`config.mk`:
```
export PLATFORM = sky130hd
export DESIGN_NAME = stbs_ctrl
export DESIGN_NICKNAME = d
export VERILOG_FILES = /design/src/stbs_pkg.sv /design/src/stbs_ctrl.sv
export SDC_FILE = /design/constraint.sdc
export NUM_CORES = 1
export LEC_CHECK = 0
export ABC_AREA = 1
export BUFFER_PORTS_ARGS = -buffer_cell sky130_fd_sc_hd__buf_2
export CAP_MARGIN = 10
export CORE_AREA = 2 2 39 41
export DETAILED_ROUTE_END_ITERATION = 10
export DIE_AREA = 0 0 41 43
export GPL_ROUTABILITY_DRIVEN = 1
export PLACE_DENSITY_LB_ADDON = 0.2
export REMOVE_ABC_BUFFERS = 1
export SYNTH_ARGS = -nofsm -noshare
export SYNTH_HDL_FRONTEND = slang
export SYNTH_SLANG_ARGS = --single-unit
```
`constraint.sdc`:
```
create_clock -name clk_i -period 2.8 [get_ports clk_i]
set_input_delay 0 -clock clk_i [delete_from_list [all_inputs] [get_ports clk_i]]
set_output_delay 0 -clock clk_i [all_outputs]
set_load 0.01 [all_outputs]
```
`src/stbs_pkg.sv`:
```
`timescale 1ns / 1ps
// Package for the sorted table binary search block.
// Holds operation codes, field widths and the control and status structs.
// It has no dependencies.
package stbs_pkg;

  localparam int OP_W  = 2;
  localparam int VAL_W = 32;
  localparam int POS_W = 11;

  typedef enum logic [OP_W-1:0] {
    OP_LOAD  = 2'd0,
    OP_QUERY = 2'd1,
    OP_CLEAR = 2'd2
  } op_e;

  typedef struct packed {
    logic load;
    logic clear;
    logic start;
    logic step;
  } cmd_t;

  typedef struct packed {
    logic empty;
    logic done;
  } status_t;

endpackage

```
`src/stbs_ctrl.sv`:
```
`timescale 1ns / 1ps
// Controller state machine of the binary search block.
// Drives the datapath through stbs_pkg::cmd_t and owns both handshakes.
module stbs_ctrl (
  input  logic                      clk_i,
  input  logic                      rst_ni,
  input  logic                      in_valid_i,
  input  logic [stbs_pkg::OP_W-1:0] in_op_i,
  output logic                      in_ready_o,
  output logic                      out_valid_o,
  input  logic                      out_ready_i,
  input  stbs_pkg::status_t         status_i,
  output stbs_pkg::cmd_t            cmd_o
);

  typedef enum logic [1:0] {
    ST_IDLE,
    ST_SEARCH,
    ST_RESULT
  } state_e;

  state_e state_q;
  logic   out_valid_q;
  logic   accept;

  assign in_ready_o  = (state_q == ST_IDLE);
  assign out_valid_o = out_valid_q;
  assign accept      = in_valid_i && in_ready_o;

  always_comb begin
    cmd_o.load  = accept && (in_op_i == stbs_pkg::OP_LOAD);
    cmd_o.clear = accept && (in_op_i == stbs_pkg::OP_CLEAR);
    cmd_o.start = accept && (in_op_i == stbs_pkg::OP_QUERY);
    cmd_o.step  = (state_q == ST_SEARCH);
  end

  always_ff @(posedge clk_i or negedge rst_ni) begin
    if (!rst_ni) begin
      state_q     <= ST_IDLE;
      out_valid_q <= 1'b0;
    end else begin
      unique case (state_q)
        ST_IDLE: begin
          if (cmd_o.start) begin
            if (status_i.empty) begin
              state_q     <= ST_RESULT;
              out_valid_q <= 1'b1;
            end else begin
              state_q <= ST_SEARCH;
            end
          end
        end
        ST_SEARCH: begin
          if (status_i.done) begin
            state_q     <= ST_RESULT;
            out_valid_q <= 1'b1;
          end
        end
        ST_RESULT: begin
          if (out_ready_i) begin
            state_q     <= ST_IDLE;
            out_valid_q <= 1'b0;
          end
        end
        default: begin
          state_q     <= ST_IDLE;
          out_valid_q <= 1'b0;
        end
      endcase
    end
  end

  a_no_write_in_search: assert property (@(posedge clk_i) disable iff (!rst_ni)
    (state_q != ST_IDLE) |-> !cmd_o.load && !cmd_o.clear && !cmd_o.start)
    else $error("Table command issued while a query is in flight.");

  a_query_starts: assert property (@(posedge clk_i) disable iff (!rst_ni)
    (cmd_o.start && !status_i.empty) |=> (state_q == ST_SEARCH))
    else $error("Query on a filled table did not start a search.");

  a_valid_matches_state: assert property (@(posedge clk_i) disable iff (!rst_ni)
    out_valid_q == (state_q == ST_RESULT))
    else $error("Result valid disagrees with the controller state.");

endmodule

```
# After elaboration in Yosys (flattened, before gate mapping)
# Cells that the tools add are included.
# totals
ff_bits	3
input_bits	8
out_inout_bits	6
wordCells	28
# op_classes
n_eq_ne	8
n_mux	10
n_reduce_logical	8
# op_table
operator	n
2-bit 2-to-1 mux	4
2-bit one-hot mux with 3 select lines	1
2-bit by 1-bit == test with 1-bit output, second input constant	2
2-bit == test, second input constant	2
1-bit logical AND	4
2-bit zero test	2
1-bit 2-to-1 mux	4
2-bit by 1-bit inequality test with 1-bit output, second input constant	2
2-bit inequality test, second input constant	2
4-bit AND reduction	1
1-bit one-hot mux with 3 select lines	1
3-bit AND reduction	1

# Longest topological paths before layout
# depth
ltp_word	5
ltp_mapped	7
mapped_depth_nobuf	7

# Worst setup path after synthesis
# OpenSTA, ideal clock, no wires.
# synth_path
kind	register -> output
start	reg state_q[1]
end	out cmd_o[2] (netlist name)
t_arrival_ns	0.969
t_required_ns	2.800
slack_ns	1.831
path_stages_with_launch	4
path_buffers	0
path_cell_list	dfrtp_1 > nor2_4 > nand2_1 > nor3_1
# synth_rtl
element	line_no	source
start: declaration	stbs_ctrl.sv:22	state_e state_q;
start signal: assignment	stbs_ctrl.sv:39	state_q <= ST_IDLE;
start signal: assignment	stbs_ctrl.sv:46	state_q <= ST_RESULT;
start signal: assignment	stbs_ctrl.sv:49	state_q <= ST_SEARCH;
end: declaration	stbs_ctrl.sv:13	output stbs_pkg::cmd_t cmd_o

==> results.py <==
metrics = {
    "outcome": {
        "run_status": "finished, final reports clean",
    },
    "power": {
        "static-leakage-power_nw": 0.2024,
        "power.net_switching_w": 0.0001315,
        "part_of_the_total_power_dissipated_in_combinational_logic_pct": 48.0,
        "worst_ir_drop_vdd_mv": 0.4011,
        "power.share.switching_pct": 42.54,
        "totalPowerFinal_w": 0.0003091,
        "cellPowerDensity_nw_per_um2": 898.3,
        "power.share.clock_pct": 24.8,
        "internal_power_w": 0.0001776,
        "p_seq_share_pct": 27.2,
    },
    "grt": {
        "grtUsageMet1_pct": 8.117,
        "grt_start_max_net_pins": 6,
        "gr-usage-all-layers_pct": 7.351,
        "grt.busiest_layer": "met2",
        "grt-ovfl-total": 0,
        "initial_antenna_violation_count": 0,
        "grt_pass1_vias": 227,
        "grt.met3_usage_pct": 1.571,
        "grt_first_pass_wirelength_um": 841,
        "grtUsageMet2_pct": 10.31,
    },
    "placed_design": {
        "dp.final_hpwl_um": 405.8,
        "routabilityCongestion": 0.7162,
        "port_buffers": 13,
    },
    "synthesis": {
        "synth_top_cell_area_share_pct": 33.71,
        "synth_commonest_cells": "nand2_1, inv_1, dfrtp_1, nor2_1",
        "seq_area_frac_synth_pct": 33.71,
        "ys_types": 15,
        "avgSynthCellArea_sq_um": 7.424,
        "synth_compound_gate_area_share_pct": 6.180,
        "synthCells": 30,
        "synth.area.mux_share_pct": 0,
        "synth_top_family_by_area": "simple AND/OR/NAND/NOR gates",
        "ys_ff_latch": 3,
        "synth-simple-area-share_pct": 42.13,
        "synth_flop_cell": "dfrtp_1",
        "yosys_warnings": 0,
        "syn-cell-area_sq_um": 222.7,
        "number_of_enable_type_register_cells_in_the_synthesized_netlist": 0,
        "cell_type_with_the_largest_total_area_after_synthesis": "dfrtp_1",
        "yosys.area_share.adder_pct": 0,
        "synth.top_cells.by_area": "dfrtp_1, nand2_1, bufinv_8, inv_1, nor2_1",
        "synthArstFlopShare_pct": 100.0,
        "yosys.area_share.xor_xnor_pct": 0,
        "synth_most_common_cell": "nand2_1",
    },
    "die": {
        "io_pins": 14,
        "rows": 14,
        "coreArea_sq_um": 1384,
        "fp.dieH_um": 43,
        "horizontal_extent_of_the_die_um": 41,
        "die-area_sq_um": 1763,
        "initial_utilization_pct": 16.09,
    },
    "timing": {
        "worst_pin_slew_ps": 208.7,
        "tns_ps": 0,
        "max-slew-margin-rel_pct": 86.09,
        "maximum_clock_frequency_ghz": 0.8198,
        "post-route-period-util_pct": 43.57,
        "final_max_slew_viol_count": 0,
        "grt_setup_unrepaired": "false",
        "fin_worst_hold_slack_ps": 91.53,
        "setup_viol_count_final": 0,
        "final_period_minus_worst_setup_slack_ps": 1220,
        "hold_violation_count_in_the_final_report": 0,
        "final.setup_skew_ps": 1.578,
    },
    "clock_tree": {
        "clkSinkCount": 3,
        "clk_pin_slew_ps": 40,
        "clkLatencyLatePin_ps": 230,
        "root_buffer_master": "clkbuf_4",
        "cts_max_level": 1,
        "cts_made_buffers": 3,
        "clk_path_buf_depth": 2,
        "cts_tree": "yes",
    },
    "layout": {
        "fin_util_pct": 24.86,
        "n_fill_cell": 153,
        "post_route_cells_drive_above_1_share_pct": 47.92,
        "nets": 57,
        "multiInputGateArea_sq_um": 107.6,
        "layout-area-overhead-vs-synth_pct": 54.49,
        "sequential_cell_area_sq_um": 75.07,
        "antenna_cells": 0,
    },
    "routing": {
        "drt_first_iter_violations": 7,
        "wirelength_um": 509,
        "route.detailed.vias_per_inst": 3.641,
        "num_vias": 233,
        "ant_nets": 0,
        "length_of_the_first_detailed_routing_pass_in_iterations": 3,
        "drc_errors": 0,
        "route.detailed.wl_per_inst_um": 7.953,
    },
    "setup_path": {
        "critPathSlowestCell": "dfrtp_1",
        "highest_net_fanout_along_the_worst_path": 5,
        "worstSetupPathType": "flop to primary output",
        "critical_path_required_ps": 2800,
        "timing.critical_path.cells": "nor2_4 -> nand2_1 -> nor3_1 -> buf_2",
        "crit_buf_inv": 1,
        "startpoint_type": "flop",
        "data_arrival_time_at_the_worst_slack_endpoint_ps": 1220,
        "critPathMaxStageDelay_ps": 440,
        "cp_top_family": "flip-flops",
        "critical_path.endpoint_type": "primary output",
    },
    "run": {
        "max_cap_viol_count": 0,
    },
    "min_path": {
        "timing.hold.worst.class": "primary input to async pin",
    },
}
worst reg2reg max path, delay by kind of cell (launching register included):
family | cells | cell delay [ps]
flip-flops | 1 | 420
AND/OR/NAND/NOR | 3 | 400
buffers and inverters | 1 | 90
logic make-up after synthesis:
group / Yosys count
AOI/OAI and AO/OA: 2
buffers and inverters: 7
DFF: 3
and+or+nand+nor: 18
sequential cells by signal (all words and copies together) (netlist names):
register     count
state_q          2
out_valid_o      1
per-stage QoR:
stage                     setup slack, ps  cell area [sq um]  std cells
after floorplan                      1831              222.7         30
after global placement               1784              307.8         59
after detailed placement             1785              307.8         59
after CTS                            1557              344.1         64
after global routing                 1454              344.1         64
final                                1580              344.1         64
repair_timing:
action                                 CTS  global route
setup buffers                            0             0
hold buffers                             1             0
endpoints found under the hold margin    3             0
resized for setup                        0             0
final cells by class:
type	instances	area share, %
clock buffer	4	7.636
inverter	7	11.64
multi-input combinational	20	31.27
sequential	3	21.82
tap	16	5.818
timing repair buffer	14	21.82
worst paths after layout:
path | from | to | slack, ps | cells past startpoint
worst max-delay path | state_q[1] | cmd_o[3] | 1580 | 4
worst min-delay path | rst_ni | out_valid_o | 90 | 2
worst max register to register | state_q[0] | out_valid_o | 1790 | 4
worst min register to register | out_valid_o | out_valid_o | 470 | 2
max in group asynchronous | rst_ni | state_q[0] | 2600 | 2
min in group clk_i | out_ready_i | state_q[1] | 140 | 3
cells in the final DEF, fill, tap and decap left out:
cell	n
buf_2	13
nand2_1	7
inv_1	4
nor2_1	3
clkbuf_4	3
dfrtp_1	3
inv_2	2
nor3_1	2
nor2_4	1
o21ai_2	1
nand3b_1	1
nand3_1	1
bufinv_8	1
a21oi_1	1
nand4_1	1
nand2_2	1
nand3_2	1
clkbuf_1	1
dlygate4sd3_1	1
power groups by stage:
| stage | combinational, W | sequential, W | clock (W) |
|---|---|---|---|
| 2_1_floorplan | 0.000100 | 0.0000856 | 0 |
| 3_3_place_gp | 0.000149 | 0.0000841 | 0 |
| 3_5_place_dp | 0.000148 | 0.0000844 | 0 |
| 4_1_cts | 0.000150 | 0.0000837 | 0.0000819 |
| 5_1_grt | 0.000172 | 0.0000862 | 0.0000844 |
| 6_report | 0.000148 | 0.0000841 | 0.0000767 |
metal layers:
| layer | vias up | share of wire [%] |
|---|---|---|
| met5 | - | 0 |
| met4 | 0 | 0 |
| met3 | 0 | 6.5 |
| met2 | 7 | 45 |
| met1 | 97 | 49 |
| li1 | 129 | - |
Note: power is estimated with default switching activity, not from simulation.
